===== src/rtl/shpc_pkg.sv =====
// Shared types, constants and scaling constants for the stepper homing controller.
package shpc_pkg;

   // Motor geometry
   localparam int STEPS_PER_REVOLUTION = 6400;
   localparam int POS_W                = 32;
   localparam int STEP_W               = $clog2(STEPS_PER_REVOLUTION + 1);

   // Byte scaling: (code * scale + ROUND_BIAS) / BYTE_MAX
   localparam int BYTE_MAX   = 255;
   localparam int ROUND_BIAS = 127;
   localparam int NORM_SCALE = 1000;
   localparam int NORM_W     = $clog2(NORM_SCALE + 1);

   // Division by BYTE_MAX done as a multiply by a rounded-up reciprocal.
   // A shift of numerator width + 8 keeps the quotient exact over the whole range.
   localparam int STEP_NUM_W  = $clog2(BYTE_MAX * STEPS_PER_REVOLUTION + ROUND_BIAS + 1);
   localparam int STEP_SHIFT  = STEP_NUM_W + 8;
   localparam int STEP_PROD_W = STEP_NUM_W + STEP_SHIFT - 7;
   localparam longint unsigned STEP_RECIP =
      ((longint'(1) << STEP_SHIFT) + longint'(BYTE_MAX - 1)) / longint'(BYTE_MAX);
   localparam longint unsigned STEP_K = STEP_RECIP * longint'(STEPS_PER_REVOLUTION);
   localparam longint unsigned STEP_C = STEP_RECIP * longint'(ROUND_BIAS);

   localparam int NORM_NUM_W  = $clog2(BYTE_MAX * NORM_SCALE + ROUND_BIAS + 1);
   localparam int NORM_SHIFT  = NORM_NUM_W + 8;
   localparam int NORM_PROD_W = NORM_NUM_W + NORM_SHIFT - 7;
   localparam longint unsigned NORM_RECIP =
      ((longint'(1) << NORM_SHIFT) + longint'(BYTE_MAX - 1)) / longint'(BYTE_MAX);
   localparam longint unsigned NORM_K = NORM_RECIP * longint'(NORM_SCALE);
   localparam longint unsigned NORM_C = NORM_RECIP * longint'(ROUND_BIAS);

   // Control byte threshold for a homing request
   localparam logic [7:0] HOME_REQ_MIN = 8'd128;

   // Rates
   localparam int SPEED_W = 18;
   localparam int ACCEL_W = 20;
   localparam logic [SPEED_W-1:0] HOME_SEEK_SPEED = SPEED_W'(2000);
   localparam logic [ACCEL_W-1:0] HOME_SEEK_ACCEL = ACCEL_W'(8000);
   localparam logic [SPEED_W-1:0] SPEED_RESET = SPEED_W'(19200);
   localparam logic [SPEED_W-1:0] SPEED_MIN   = SPEED_W'(100);
   localparam logic [SPEED_W-1:0] SPEED_MAX   = SPEED_W'(200000);
   localparam logic [ACCEL_W-1:0] ACCEL_RESET = ACCEL_W'(64000);
   localparam logic [ACCEL_W-1:0] ACCEL_MIN   = ACCEL_W'(10);
   localparam logic [ACCEL_W-1:0] ACCEL_MAX   = ACCEL_W'(1000000);

   // Register map
   localparam int CSR_ADDR_W = 1;
   localparam int CSR_DATA_W = ACCEL_W;
   localparam logic [CSR_ADDR_W-1:0] CSR_RUN_SPEED = 1'b0;
   localparam logic [CSR_ADDR_W-1:0] CSR_RUN_ACCEL = 1'b1;

   // Packed channel widths
   localparam int REQ_DATA_W = 56;
   localparam int RSP_DATA_W = 160;

   typedef enum logic [1:0] {
      MODE_IDLE     = 2'd0,
      MODE_POSITION = 2'd1,
      MODE_HOMING   = 2'd2
   } motion_mode_type;

   typedef enum logic [1:0] {
      CMD_NONE     = 2'd0,
      CMD_STOP     = 2'd1,
      CMD_HOME_RUN = 2'd2,
      CMD_MOVE     = 2'd3
   } motion_cmd_type;

   typedef enum logic [1:0] {
      EVT_NONE   = 2'd0,
      EVT_HOMED  = 2'd1,
      EVT_FAILED = 2'd2
   } event_type;

   typedef struct packed {
      logic [SPEED_W-1:0] run_speed;
      logic [ACCEL_W-1:0] run_accel;
   } cfg_type;

   // Input item after decode and scaling
   typedef struct packed {
      logic                    tick;
      logic                    home_req;
      logic                    sensor;
      logic signed [POS_W-1:0] cur_pos;
      logic [STEP_W-1:0]       steps;
      logic [NORM_W-1:0]       norm;
   } in_item_type;

   typedef struct packed {
      motion_cmd_type          cmd;
      logic signed [POS_W-1:0] stop_position;
      logic signed [POS_W-1:0] target_out;
      logic [SPEED_W-1:0]      speed;
      logic [ACCEL_W-1:0]      accel;
      logic signed [POS_W-1:0] position_out;
      logic                    homed;
      logic                    homing;
      event_type               evt;
      logic [7:0]              position_byte;
      logic [NORM_W-1:0]       normalized_angle;
   } rsp_item_type;

endpackage


===== src/rtl/shpc_csr.sv =====
// Run speed and acceleration registers with range saturation on write.
module shpc_csr (
   input  logic                              clock,
   input  logic                              reset,
   input  logic                              csr_we,
   input  logic [shpc_pkg::CSR_ADDR_W-1:0]   csr_addr,
   input  logic [shpc_pkg::CSR_DATA_W-1:0]   csr_wdata,
   output shpc_pkg::cfg_type                 cfg
);

   logic [shpc_pkg::SPEED_W-1:0] speed_ff, speed_in, speed_sat;
   logic [shpc_pkg::ACCEL_W-1:0] accel_ff, accel_in, accel_sat;
   logic [shpc_pkg::SPEED_W-1:0] speed_raw;

   // Saturate written values
   assign speed_raw = csr_wdata[shpc_pkg::SPEED_W-1:0];

   always_comb begin
      if (speed_raw < shpc_pkg::SPEED_MIN) begin
         speed_sat = shpc_pkg::SPEED_MIN;
      end else if (speed_raw > shpc_pkg::SPEED_MAX) begin
         speed_sat = shpc_pkg::SPEED_MAX;
      end else begin
         speed_sat = speed_raw;
      end
      if (csr_wdata < shpc_pkg::ACCEL_MIN) begin
         accel_sat = shpc_pkg::ACCEL_MIN;
      end else if (csr_wdata > shpc_pkg::ACCEL_MAX) begin
         accel_sat = shpc_pkg::ACCEL_MAX;
      end else begin
         accel_sat = csr_wdata;
      end
   end

   // Write decode
   always_comb begin
      speed_in = speed_ff;
      accel_in = accel_ff;
      if (csr_we) begin
         case (csr_addr)
            shpc_pkg::CSR_RUN_SPEED: speed_in = speed_sat;
            shpc_pkg::CSR_RUN_ACCEL: accel_in = accel_sat;
            default: ;
         endcase
      end
   end

   always_ff @(posedge clock) begin
      if (reset) begin
         speed_ff <= shpc_pkg::SPEED_RESET;
         accel_ff <= shpc_pkg::ACCEL_RESET;
      end else begin
         speed_ff <= speed_in;
         accel_ff <= accel_in;
      end
   end

   assign cfg.run_speed = speed_ff;
   assign cfg.run_accel = accel_ff;

endmodule


===== src/rtl/shpc_in_stage.sv =====
// Input register: decodes the item and scales the angle byte to steps and to 0..1000.
module shpc_in_stage (
   input  logic                                clock,
   input  logic                                load,
   input  logic                                tick,
   input  logic [7:0]                          angle_code,
   input  logic [7:0]                          control_code,
   input  logic                                home_sensor,
   input  logic signed [shpc_pkg::POS_W-1:0]   current_position,
   output shpc_pkg::in_item_type               item
);

   shpc_pkg::in_item_type item_ff, item_in;
   logic [shpc_pkg::STEP_PROD_W-1:0] step_prod;
   logic [shpc_pkg::NORM_PROD_W-1:0] norm_prod;

   // (angle * scale + bias) * recip folded into one constant multiply
   assign step_prod = shpc_pkg::STEP_PROD_W'(angle_code)
                    * shpc_pkg::STEP_PROD_W'(shpc_pkg::STEP_K)
                    + shpc_pkg::STEP_PROD_W'(shpc_pkg::STEP_C);
   assign norm_prod = shpc_pkg::NORM_PROD_W'(angle_code)
                    * shpc_pkg::NORM_PROD_W'(shpc_pkg::NORM_K)
                    + shpc_pkg::NORM_PROD_W'(shpc_pkg::NORM_C);

   always_comb begin
      item_in.tick     = tick;
      item_in.home_req = (control_code >= shpc_pkg::HOME_REQ_MIN);
      item_in.sensor   = home_sensor;
      item_in.cur_pos  = current_position;
      item_in.steps    = shpc_pkg::STEP_W'(step_prod >> shpc_pkg::STEP_SHIFT);
      item_in.norm     = shpc_pkg::NORM_W'(norm_prod >> shpc_pkg::NORM_SHIFT);
   end

   always_ff @(posedge clock) begin
      if (load) begin
         item_ff <= item_in;
      end
   end

   assign item = item_ff;

endmodule


===== src/rtl/shpc_core.sv =====
// Homing and positioning decision, controller state and the result register.
module shpc_core (
   input  logic                   clock,
   input  logic                   reset,
   input  logic                   advance,
   input  shpc_pkg::in_item_type  item,
   input  shpc_pkg::cfg_type      cfg,
   output shpc_pkg::rsp_item_type rsp
);

   shpc_pkg::motion_mode_type mode_ff, mode_in;
   logic signed [shpc_pkg::POS_W-1:0] target_ff, target_in;
   logic signed [shpc_pkg::POS_W-1:0] origin_ff, origin_in;
   logic homed_ff, homed_in;
   logic homing_ff, homing_in;
   logic [shpc_pkg::NORM_W-1:0] norm_ff, norm_in;
   shpc_pkg::rsp_item_type rsp_ff, rsp_in;

   logic signed [shpc_pkg::POS_W-1:0] steps_pos;
   logic signed [shpc_pkg::POS_W:0]   travel;
   logic signed [shpc_pkg::POS_W:0]   rev_limit;
   logic far_enough;
   logic homed_stop, start_home, start_move, abort_home;
   logic signed [shpc_pkg::POS_W-1:0] pos;

   assign steps_pos = shpc_pkg::POS_W'(item.steps);
   assign rev_limit = (shpc_pkg::POS_W + 1)'(shpc_pkg::STEPS_PER_REVOLUTION);

   // Travel since homing started, 33 bits so it cannot wrap
   assign travel = {item.cur_pos[shpc_pkg::POS_W-1], item.cur_pos}
                 - {origin_ff[shpc_pkg::POS_W-1], origin_ff};
   assign far_enough = (travel >= rev_limit) || (travel <= -rev_limit);

   // Decision
   always_comb begin
      homed_stop = 1'b0;
      start_home = 1'b0;
      start_move = 1'b0;
      abort_home = 1'b0;
      if (!item.tick) begin
         if (item.home_req) begin
            if (item.sensor) begin
               homed_stop = (mode_ff == shpc_pkg::MODE_HOMING) || !homed_ff;
            end else begin
               start_home = (mode_ff != shpc_pkg::MODE_HOMING);
            end
         end else begin
            start_move = (mode_ff != shpc_pkg::MODE_POSITION) || (steps_pos != target_ff);
         end
      end else if (mode_ff == shpc_pkg::MODE_HOMING) begin
         if (item.sensor) begin
            homed_stop = 1'b1;
         end else begin
            abort_home = far_enough;
         end
      end
   end

   // Next state
   always_comb begin
      mode_in   = mode_ff;
      target_in = target_ff;
      origin_in = origin_ff;
      homed_in  = homed_ff;
      homing_in = homing_ff;
      norm_in   = norm_ff;
      if (!item.tick) begin
         norm_in   = item.norm;
         homing_in = item.home_req && !item.sensor;
         if (item.home_req && item.sensor) begin
            homed_in = 1'b1;
         end
      end
      if (start_home) begin
         target_in = steps_pos;
         origin_in = item.cur_pos;
         mode_in   = shpc_pkg::MODE_HOMING;
      end
      if (start_move) begin
         target_in = steps_pos;
         mode_in   = shpc_pkg::MODE_POSITION;
      end
      if (abort_home) begin
         target_in = item.cur_pos;
         homing_in = 1'b0;
         mode_in   = shpc_pkg::MODE_IDLE;
      end
      if (homed_stop) begin
         target_in = '0;
         homed_in  = 1'b1;
         homing_in = 1'b0;
         mode_in   = shpc_pkg::MODE_IDLE;
      end
   end

   // Result fields
   assign pos = homed_stop ? '0 : item.cur_pos;

   always_comb begin
      rsp_in.cmd           = shpc_pkg::CMD_NONE;
      rsp_in.stop_position = '0;
      rsp_in.speed         = cfg.run_speed;
      rsp_in.accel         = cfg.run_accel;
      rsp_in.evt           = shpc_pkg::EVT_NONE;
      if (start_home) begin
         rsp_in.cmd   = shpc_pkg::CMD_HOME_RUN;
         rsp_in.speed = shpc_pkg::HOME_SEEK_SPEED;
         rsp_in.accel = shpc_pkg::HOME_SEEK_ACCEL;
      end
      if (start_move) begin
         rsp_in.cmd = shpc_pkg::CMD_MOVE;
      end
      if (abort_home) begin
         rsp_in.cmd           = shpc_pkg::CMD_STOP;
         rsp_in.stop_position = item.cur_pos;
         rsp_in.evt           = shpc_pkg::EVT_FAILED;
      end
      if (homed_stop) begin
         rsp_in.cmd = shpc_pkg::CMD_STOP;
         rsp_in.evt = shpc_pkg::EVT_HOMED;
      end
      rsp_in.target_out       = target_in;
      rsp_in.position_out     = pos;
      rsp_in.homed            = homed_in;
      rsp_in.homing           = homing_in;
      rsp_in.normalized_angle = norm_in;
      // clamp to 0..255
      if (pos[shpc_pkg::POS_W-1]) begin
         rsp_in.position_byte = '0;
      end else if (|pos[shpc_pkg::POS_W-2:8]) begin
         rsp_in.position_byte = 8'hFF;
      end else begin
         rsp_in.position_byte = pos[7:0];
      end
   end

   // State registers
   always_ff @(posedge clock) begin
      if (reset) begin
         mode_ff   <= shpc_pkg::MODE_IDLE;
         target_ff <= '0;
         origin_ff <= '0;
         homed_ff  <= 1'b0;
         homing_ff <= 1'b0;
         norm_ff   <= '0;
      end else if (advance) begin
         mode_ff   <= mode_in;
         target_ff <= target_in;
         origin_ff <= origin_in;
         homed_ff  <= homed_in;
         homing_ff <= homing_in;
         norm_ff   <= norm_in;
      end
   end

   // Result register
   always_ff @(posedge clock) begin
      if (advance) begin
         rsp_ff <= rsp_in;
      end
   end

   assign rsp = rsp_ff;

endmodule


===== src/rtl/stepper_homing_position_controller.sv =====
// Top level of the stepper homing and position controller.
//
//   channel  direction  handshake             payload
//   req_     in         req_tvalid/req_tready  tdata: command fields, tuser: tick flag
//   rsp_     out        rsp_tvalid/rsp_tready  tdata: motion command and status
//   csr_     in         csr_we                 csr_addr, csr_wdata
//
// An item passes from acceptance through the input register (angle scaling multiply),
// then through the decision logic into the result register.
// One item per cycle is sustained while rsp_tready holds; the input register takes a
// new item while a result waits. A stalled rsp_ holds its result and stalls req_ once
// the input register is also full. Reset is synchronous and empties both registers.
module stepper_homing_position_controller (
   input  logic                                clock,
   input  logic                                reset,
   input  logic                                req_tvalid,
   output logic                                req_tready,
   // [7:0] angle_code, [15:8] control_code, [16] home_sensor,
   // [48:17] current_position, [55:49] zero
   input  logic [shpc_pkg::REQ_DATA_W-1:0]     req_tdata,
   // [0] tick flag
   input  logic                                req_tuser,
   output logic                                rsp_tvalid,
   input  logic                                rsp_tready,
   // [1:0] motion_cmd, [33:2] stop_position, [65:34] target_out,
   // [83:66] speed_out, [103:84] accel_out, [135:104] position_out,
   // [136] homed_flag, [137] homing_flag, [139:138] event_res,
   // [147:140] position_byte, [157:148] normalized_angle, [159:158] zero
   output logic [shpc_pkg::RSP_DATA_W-1:0]     rsp_tdata,
   input  logic                                csr_we,
   input  logic [shpc_pkg::CSR_ADDR_W-1:0]     csr_addr,
   input  logic [shpc_pkg::CSR_DATA_W-1:0]     csr_wdata
);

   logic in_valid_ff, in_valid_in;
   logic out_valid_ff, out_valid_in;
   logic req_accept, advance;
   shpc_pkg::cfg_type      cfg;
   shpc_pkg::in_item_type  item;
   shpc_pkg::rsp_item_type rsp;

   // Flow control
   assign advance    = in_valid_ff && (!out_valid_ff || rsp_tready);
   assign req_tready = !in_valid_ff || advance;
   assign req_accept = req_tvalid && req_tready;

   always_comb begin
      in_valid_in = in_valid_ff;
      if (req_accept) begin
         in_valid_in = 1'b1;
      end else if (advance) begin
         in_valid_in = 1'b0;
      end
      out_valid_in = out_valid_ff;
      if (advance) begin
         out_valid_in = 1'b1;
      end else if (rsp_tready) begin
         out_valid_in = 1'b0;
      end
   end

   always_ff @(posedge clock) begin
      if (reset) begin
         in_valid_ff  <= 1'b0;
         out_valid_ff <= 1'b0;
      end else begin
         in_valid_ff  <= in_valid_in;
         out_valid_ff <= out_valid_in;
      end
   end

   shpc_csr u_csr (
      .clock     (clock),
      .reset     (reset),
      .csr_we    (csr_we),
      .csr_addr  (csr_addr),
      .csr_wdata (csr_wdata),
      .cfg       (cfg)
   );

   shpc_in_stage u_in_stage (
      .clock            (clock),
      .load             (req_accept),
      .tick             (req_tuser),
      .angle_code       (req_tdata[7:0]),
      .control_code     (req_tdata[15:8]),
      .home_sensor      (req_tdata[16]),
      .current_position (req_tdata[48:17]),
      .item             (item)
   );

   shpc_core u_core (
      .clock   (clock),
      .reset   (reset),
      .advance (advance),
      .item    (item),
      .cfg     (cfg),
      .rsp     (rsp)
   );

   // Output packing
   assign rsp_tvalid = out_valid_ff;
   assign rsp_tdata  = {2'b00,
                        rsp.normalized_angle,
                        rsp.position_byte,
                        rsp.evt,
                        rsp.homing,
                        rsp.homed,
                        rsp.position_out,
                        rsp.accel,
                        rsp.speed,
                        rsp.target_out,
                        rsp.stop_position,
                        rsp.cmd};

endmodule


===== config.mk =====
export PLATFORM = sky130hd
export DESIGN_NAME = stepper_homing_position_controller
export DESIGN_NICKNAME = d
export VERILOG_FILES = /design/src/rtl/shpc_pkg.sv /design/src/rtl/shpc_csr.sv /design/src/rtl/shpc_in_stage.sv /design/src/rtl/shpc_core.sv /design/src/rtl/stepper_homing_position_controller.sv
export SDC_FILE = /design/constraint.sdc
export NUM_CORES = 1
export LEC_CHECK = 0
export CORE_MARGIN = 4
export CORE_UTILIZATION = 55
export DETAILED_ROUTE_END_ITERATION = 8
export DONT_BUFFER_PORTS = 1
export HOLD_SLACK_MARGIN = 0.12
export PLACE_DENSITY = 0.7
export REMOVE_ABC_BUFFERS = 1
export SKIP_CTS_REPAIR_TIMING = 1
export SYNTH_ARGS = -nofsm -noshare
export SYNTH_HDL_FRONTEND = slang
export SYNTH_SLANG_ARGS = --single-unit

===== constraint.sdc =====
create_clock -name clock -period 8.1 [get_ports clock]
set_input_delay 0.405 -clock clock [delete_from_list [all_inputs] [get_ports clock]]
set_output_delay 0.405 -clock clock [all_outputs]
set_load 0.01 [all_outputs]

; Word-level counts from Yosys, hierarchy flattened
; Cells that the tools add are included.
[totals]
in_bits = 83
ff_bits = 334
[classes]
magnitude_cmp = 7
eq_ne = 4
muxes = 41
add_sub_neg = 3
n_bitwise = 1
n_mul = 2
n_reduce_logical = 23
[op_table]
columns = op, count
row1 = $mux W32, 5
row2 = $add A42 B28 Y42 const B, 1
row3 = $mux W20, 2
row4 = $add A36 B25 Y36 const B, 1
row5 = $mux W18, 2
row6 = $mul A8 B26 Y34 const B, 1
row7 = $ge A33 B14 Y1 const B, 1
row8 = $le A33 B14 Y1 const B, 1
row9 = $mul A8 B25 Y33 const B, 1
row10 = $sub A32 B32 Y33, 1
row11 = $ne A14 B32 Y1, 1
row12 = $mux W1, 23
row13 = $reduce_or A23 Y1, 1
row14 = $gt A20 B20 Y1 const B, 1
row15 = $lt A20 B4 Y1 const B, 1
row16 = $gt A18 B18 Y1 const B, 1
row17 = $lt A18 B7 Y1 const B, 1
row18 = $mux W2, 7
row19 = $mux W10, 1
row20 = $ge A8 B8 Y1 const B, 1
row21 = $mux W8, 1
row22 = $reduce_and A2 Y1, 4
row23 = $logic_or A1 B1 Y1, 5
row24 = $logic_and A1 B1 Y1, 4
row25 = 9 further kinds, 13

; Depth between registers and ports, before layout
; Gate-level depths: netlist (run 1).
[depth]
ltp_word = 8
mapped_depth = 21
ltp_nobuf = 21

; Modules after synthesis
; From an unflattened synthesis (run 1), not the netlist that was laid out.
[hier_totals]
cells_unflattened = 2094
hier_area_um2 = 21346.7
[modules_own_cells]
columns = module, instances, cells_each, seq_area_each_um2, area_each_um2
row1 = shpc_core, 1, 1060, 6306.0, 11558.6
row2 = shpc_in_stage, 1, 819, 1741.7, 8005.2
row3 = shpc_csr, 1, 202, 760.7, 1660.3
row4 = stepper_homing_position_controller, 1, 13, 40.0, 122.6

; Least setup slack after synthesis (run 1)
; OpenSTA, ideal clock, no wires.
[synth_path]
path_kind = register to register
startpoint = register out_valid_ff, in the netlist rsp_tvalid
endpoint = register u_core.rsp_ff (netlist bit u_core.rsp[0]) (enable)
period_less_slack_ns = 6.212
stages_incl_launch_ff = 7
path_slack_ns = 1.888
t_arrival_ns = 5.629
cell_sequence = dfxtp_1 > nor2b_1 > nand2b_1 > clkbuf_1 > inv_1 > clkbuf_1 > clkbuf_1
[synth_between]
elab_chain_cells = 3
[synth_rtl]
columns = item, line
row1 = start: declaration, stepper_homing_position_controller.sv:36  ; logic out_valid_ff, out_valid_in;
row2 = start signal: assignment, stepper_homing_position_controller.sv:68  ; out_valid_ff <= out_valid_in;
row3 = $logic_not A1 Y1, stepper_homing_position_controller.sv:43  ; assign advance = in_valid_ff && (!out_valid_ff || rsp_tready);
row4 = $logic_or A1 B1 Y1, stepper_homing_position_controller.sv:43
row5 = $logic_and A1 B1 Y1, stepper_homing_position_controller.sv:43
row6 = net advance, stepper_homing_position_controller.sv:37  ; logic req_accept, advance;
row7 = end signal: assignment, shpc_core.sv:159  ; rsp_ff <= rsp_in;
row8 = end: declaration, shpc_core.sv:17  ; shpc_pkg::rsp_item_type rsp_ff, rsp_in;
; The timed path passes the listed nets, and every way through them passes these cells.
; A chain may end at the register's enable or synchronous reset.

; Worst setup path after layout (run 1)
[layout_path]
startpoint = register u_in_stage.item_ff (netlist bit u_in_stage.item[23])
endpoint = register u_core.rsp_ff (netlist bit u_core.rsp[20]) (data pin)
[layout_between]
elab_chain_cells = 8
[layout_rtl]
columns = item, line
row1 = start: declaration, shpc_in_stage.sv:13  ; shpc_pkg::in_item_type item_ff, item_in;
row2 = start signal: assignment, shpc_in_stage.sv:36  ; item_ff <= item_in;
row3 = $sub A32 B32 Y33 *, shpc_core.sv:31  ; - {origin_ff[shpc_pkg::POS_W-1], origin_ff};
row4 = $ge A33 B14 Y1 or $le A33 B14 Y1 (tied branches), shpc_core.sv:32  ; assign far_enough = (travel >= rev_limit) || (travel <= -rev_limit);
row5 = $logic_or A1 B1 Y1 *, shpc_core.sv:32
row6 = $mux W1 *, shpc_core.sv:51  ; if (item.sensor) begin
row7 = $mux W1 *, shpc_core.sv:50  ; end else if (mode_ff == shpc_pkg::MODE_HOMING) begin
row8 = $mux W1 *, shpc_core.sv:40  ; if (!item.tick) begin
row9 = $mux W1 *, shpc_core.sv:83  ; if (abort_home) begin
row10 = $mux W1 *, shpc_core.sv:88  ; if (homed_stop) begin
row11 = net u_core.homing_in, shpc_core.sv:15  ; logic homing_ff, homing_in;
; Mark *: on every way through the listed nets, which the timed path passes. The rest lies on a longest branch.

==> results.tsv, run 1 <==
metric	value	unit
outcome	finished, final reports clean	
Final #Nets	2565	
die area	42300	sq um
Final Hold Viols	0	
I/O Buffers	0	
Tmin final	6.12	ns
Pwr per Cell Area	279	nW/um^2
Worst Setup EP	u_core.rsp[20]	
DR iter-0 viols	1332	
H-tree depth	1	
Synth area leader	edfxtp_1	
Max Cap Violations	0	
commonest non-fill, non-tap cell in the layout	inv_1	
DR vias	17000	
number of global-route vias before repair	16400	
DR WL/cell	20.5	um
Initial Utilization	0.555	
clock root buffer	clkbuf_16	
Critical R2R Launch	u_in_stage.item[23]	
r2r setup slk	1.98	ns
Yosys top cell area share	0.302	
Avg Inst Size Synth	9.61	sq um
top layer in use	met4	
CP Capture Type	flip-flop	
Syn. warnings	0	
Synth area leaders	edfxtp_1 (30%), dfxtp_1 (11%), ha_1 (8.6%), fa_1 (7.3%), inv_1 (4.4%)	
Setup crit start kind	flip-flop	
die extent in x	206	um
actual slew at the worst max-slew pin	1.16	ns
Avg Vias per Cell	6.09	
Total GRT Usage	0.258	
critical-path cell list	inv_1, ha_1, fa_1, nand2b_1, a21o_1, a2111o_1, a31oi_1, o21ai_1, a221oi_2, o2111ai_1, nor4_4, nor3_2, nor2_2, buf_4, inv_1, buf_4, a211oi_1	
Clock Path Buffers	3	
Worst Path Class, Setup	flip-flop to flip-flop	
min-delay src	csr_wdata[10]	
CP required	8.40	ns
Area Overhead vs Synth	9.76	%
clock latency on the worst-skew pair	0.58	ns
DIE HEIGHT	206	um
Post-synth top flop	edfxtp_1	
synthesized cell area	21500	sq um
Cell variety after synth	90	
EDFF count, synth	216	
IO Count	245	
CTS sink cnt	334	
Reg2Reg Depth	17	
Power Total	6.56	mW
first-pass GRT wire length	87600	um
Max Clk Rate	0.163	GHz
post-synthesis cell count	2235	
synthesized flop and latch total	334	
layout cells sized above 1	0.0478	
Routed WL	57400	um
Initial DRT Pass Iterations	5	
Worst VDD drop	0.000213	V
WL met2	29000	um
Post-Route Setup TNS	0	ns
Leakage	9.32	nW
initial antenna violation count	0	
RSZ-0062 raised after global routing	false	
met3 WL post-DR	3250	um
M1 wire length	22900	um
Setup Skew	0.0193	ns
post-synthesis sequential area ratio	0.412	
most frequent cells in the layout	inv_1 (252), edfxtp_1 (216), nand2_1 (196)	
Crit. Startpoint	u_in_stage.item[23]	
post-synthesis async set-or-reset flop share	0	
HPWL after DPL	42200	um
crit path DAT	6.43	ns
worst reg2reg endpoint	u_core.rsp[20]	
CTS buffer count	31	
largest net degree at the start of global routing	134	
CP max-delay cell	nor4_4	
slew margin rel.	0.224	
Core Area	38600	sq um
RePlAce Congestion	0.921	
total grt overflow	0	
CTS tree	built	
CTS clk-pin slew, worst paths	0.07	ns
Hold WC Path Type	input pin to flip-flop	
final worst path period share	0.756	
Final Max Tran Viols	0	
Setup-failing EPs final	0	
Rows	72	
Largest stage delay, worst path	0.80	ns
DR DRC count	0	
CP Max Fanout	32	
Post-DRT Antenna Nets	0	
==> synthesized netlist by cell type (32+ instances only) <==
cell,instances
inv_1,253
edfxtp_1,216
nor2_1,170
and2_1,56
ha_1,148
xnor2_1,47
nand3_1,41
nand2_1,196
nand2b_1,32
a21oi_1,149
fa_1,78
clkbuf_1,77
xor2_1,35
o21ai_0,85
dfxtp_1,118
nor3_1,65
==> routing by layer <==
metal | vias to the layer above | GRT usage
li1 | 8016 | -
met1 | 8286 | 0.318
met2 | 587 | 0.464
met3 | 155 | 0.0362
met4 | 0 | 0.0892
met5 | - | 0
==> how the worst min path moves through the flow <==
stage                    endpoint  slack [ns]  cells past startpoint
2_1_floorplan   u_csr.accel_ff[6]        0.42                      2
3_3_place_gp    u_core.norm_ff[5]        0.43                      2
3_5_place_dp    u_core.norm_ff[3]        0.44                      2
4_1_cts         u_core.norm_ff[3]       -0.12                      1
5_1_grt         u_csr.speed_ff[6]        0.13                      2
6_report       u_csr.speed_ff[10]        0.10                      2
==> power by group <==
group          internal (mW)  switching, mW  leakage (nW)
sequential              2.03          0.103          3.02
combinational           1.19           1.76          5.78
clock                  0.857          0.629         0.520
==> cells by family after synthesis <==
group                    share of synthesized area
multiplexers                               0.00810
XOR/XNOR                                    0.0335
other                                     0.000175
flip-flops                                   0.412
AO/OA/AOI/OAI                                0.160
adder cells (fa/ha/maj)                      0.159
buffers and inverters                       0.0614
AND/OR/NAND/NOR                              0.165
==> sequential cells by signal, indices dropped and copies added (netlist names) <==
register	flops
u_core.rsp	158
u_in_stage.item	58
u_core.origin_ff	32
u_core.target_ff	32
u_csr.accel_ff	20
u_csr.speed_ff	18
u_core.norm_ff	10
u_core.mode_ff	2
in_valid_ff	1
rsp_tvalid	1
u_core.homed_ff	1
u_core.homing_ff	1
==> worst max-delay path: cells and delay by family, from the launching register on <==
family                   cells  cell delay, ns
AO/OA/AOI/OAI                7            2.38
flip-flops                   1            0.44
adder cells (fa/ha/maj)      2            0.63
buffers and inverters        4            0.83
AND/OR/NAND/NOR              4            1.56
==> area by class of cell <==
class	instances	area [sq um]
clock inverters	15	165
repair buffers	75	736
diodes	1	2.50
well taps	518	648
inverters	255	965
fillers	3178	15100
clock buffers	43	881
multi-input cells	1559	11300
flip-flops and latches	334	8850
==> through the flow <==
| stage | area (sq um) | util | instances | hold WS [ns] | setup slack [ns] |
|---|---|---|---|---|---|
| 6_report | 23600 | 0.610 | 2800 | 0.101 | 1.98 |
| 5_1_grt | 23600 | 0.610 | 2799 | 0.135 | 1.61 |
| 4_1_cts | 22900 | 0.593 | 2737 | -0.115 | 2.13 |
| 3_5_place_dp | 21900 | 0.566 | 2679 | 0.441 | 1.69 |
| 3_3_place_gp | 21900 | 0.566 | 2679 | 0.432 | 1.87 |
| 2_1_floorplan | 21100 | - | 2148 | 0.421 | 1.95 |
Power figures use the tool's default switching activity.
==> inputs of run 2 (changes only) <==
--- a/config.mk
+++ b/config.mk
@@ -10,7 +10,7 @@
 export DETAILED_ROUTE_END_ITERATION = 8
 export DONT_BUFFER_PORTS = 1
 export HOLD_SLACK_MARGIN = 0.12
-export PLACE_DENSITY = 0.7
+export PLACE_DENSITY = 0.73
 export REMOVE_ABC_BUFFERS = 1
 export SKIP_CTS_REPAIR_TIMING = 1
 export SYNTH_ARGS = -nofsm -noshare
==> constraint.sdc (replaced) <==
create_clock -name clock -period 5.3 [get_ports clock]
set_input_delay 0.265 -clock clock [delete_from_list [all_inputs] [get_ports clock]]
set_output_delay 0.265 -clock clock [all_outputs]
set_load 0.01 [all_outputs]
==> run 2 against run 1 <==
  * Sequential share of layout area down 1.3 points
  * First-iteration DRC count grew 5.3%
  * Combinational power up 75%
  * Routed wire length grew 3.0%
==> results.tsv, run 2 (same netlist as run 1, synthesis figures left out) <==
metric	value	unit	change
number of global-route vias before repair	16600		+1.1%
CTS sink cnt	334		unchanged
DR vias	17500		+2.8%
RePlAce Congestion	0.955		+3.7%
DIE HEIGHT	206	um	unchanged
crit path DAT	5.30	ns	-1.13 ns
H-tree depth	1		unchanged
Max Cap Violations	0		unchanged
HPWL after DPL	44000	um	+4.3%
Worst path top cell family by delay	adder cells		
Final Hold Viols	0		unchanged
first-pass GRT wire length	89300	um	+1.9%
outcome	finished, final reports clean		
actual slew at the worst max-slew pin	1.00	ns	-0.156 ns
Final WS setup	0.324	ns	-1.65 ns
Largest stage delay, worst path	0.55	ns	-0.25 ns
placed inst area	22700	sq um	+3.6%
Final #Nets	2674		+4.2%
Setup Skew	0.00703	ns	-0.0122 ns
Max Clk Rate	0.201	GHz	
RSZ-0062 raised after global routing	false		
Area Overhead vs Synth	13.7	%	
Setup-failing EPs final	0		unchanged
die area	42300	sq um	unchanged
largest net degree at the start of global routing	113		-16%
Clock Path Buffers	3		unchanged
Initial Utilization	0.555		unchanged
clock root buffer	clkbuf_16		
fin area	24400	sq um	+3.6%
critical-path cell list	fa_1, inv_1, fa_1, inv_1, fa_1, inv_1, fa_1, inv_1, ha_1, nor4_1, o21ai_0, a311o_1, a21o_1, a21oi_2, nor4b_1, o41ai_1, buf_4, nand2b_1, nor3b_1, xnor2_1		
Post-DRT Antenna Nets	0		unchanged
CTS tree	built		
CP max-delay cell	fa_1		
Initial DRT Pass Iterations	6		+1
I/O Buffers	0		unchanged
DR DRC count	0		unchanged
clock latency on the worst-skew pair	0.57	ns	about the same
CP Buf/Inv Count	5		+1
Leakage	9.85	nW	+5.7%
slew margin rel.	0.323		+0.0994
Power Total	10.6	mW	+62%
CTS clk-pin slew, worst paths	0.07	ns	about the same
CP Max Fanout	10		-69%
commonest non-fill, non-tap cell in the layout	inv_1		
Avg Vias per Cell	6.02		-1.0%
DR iter-0 viols	1403		+5.3%
most frequent cells in the layout	inv_1 (252), edfxtp_1 (216), nand2_1 (196)		
IO Count	245		unchanged
Core Area	38600	sq um	unchanged
initial antenna violation count	1		+1
Setup crit start kind	input pin		
Post-Route Setup TNS	0	ns	unchanged
Tmin final	4.98	ns	
layout cells sized above 1	0.0887		+0.0409
CTS buffer count	31		unchanged
CP required	5.62	ns	-2.78 ns
DR WL/cell	20.3	um	-0.83%
Routed WL	59200	um	+3.0%
max FFs per register	158		unchanged
Final Max Tran Viols	0		unchanged
Pwr per Cell Area	435	nW/um^2	+56%
Worst VDD drop	0.000292	V	+37%
final worst path period share	0.939		
Worst Path Class, Setup	input pin to flip-flop		
worst slack, placed	-0.320	ns	-2.01 ns
Hold WC Path Type	input pin to flip-flop		
Total GRT Usage	0.263		+0.00469
CP Capture Type	flip-flop		
total grt overflow	0		unchanged
Rows	72		unchanged
die extent in x	206	um	unchanged
[run 2: layout make-up]
cell class              instances  area [sq um]
diodes                          1          2.50
clock buffers                  38           842
clock inverters                20           173
fillers                      3078         14200
inverters                     255           962
multi-input cells            1559         11300
flip-flops and latches        334          8850
well taps                     518           648
repair buffers                184          1610
[run 2: worst paths after layout]
check	slack, ns	from	cells past startpoint	endpoint
min reg2reg	0.46	u_core.origin_ff[26]	2	u_core.origin_ff[26]
min	0.12	csr_wdata[17]	4	u_csr.speed_ff[11]
max reg2reg	0.35	u_in_stage.item[31]	12	u_core.rsp[99]
max	0.32	req_tdata[5]	20	u_in_stage.item[7]
[run 2: metal layers]
layer / wire (um) / up-vias / global-route usage / share of wire
met4: 2260 / 0 / 0.0900 / 0.038
met2: 29400 / 647 / 0.462 / 0.50
met1: 24300 / 8522 / 0.338 / 0.41
met5: 0 / - / 0 / 0
li1: - / 8210 / - / -
met3: 3160 / 146 / 0.0296 / 0.053
[run 2: through the flow]
stage	hold WS, ns	util	std cells
after floorplan	0.334	-	2148
final	0.116	0.632	2909
after global routing	0.147	0.632	2909
after global placement	0.345	0.587	2780
after detailed placement	0.347	0.587	2780
after CTS	-0.265	0.613	2838
[run 2: worst register-to-register path, stage by stage, from the launching register on]
cell      delay (ns)
edfxtp_1        0.51
ha_1            0.47
a21oi_1         0.38
nor3_1          0.08
nor4_1          0.57
a21boi_1        0.27
nor3_1          0.41
nor2_1          0.10
or4_1           0.53
or3_1           0.59
buf_4           0.25
a221oi_1        0.38
nand2_1         0.14
[run 2: where the power goes]
group | leakage [nW] | switching [mW] | internal [mW]
sequential | 3.02 | 0.156 | 3.10
combinational | 6.32 | 2.81 | 2.34
clock | 0.507 | 0.981 | 1.23
total | 9.85 | 3.95 | 6.67
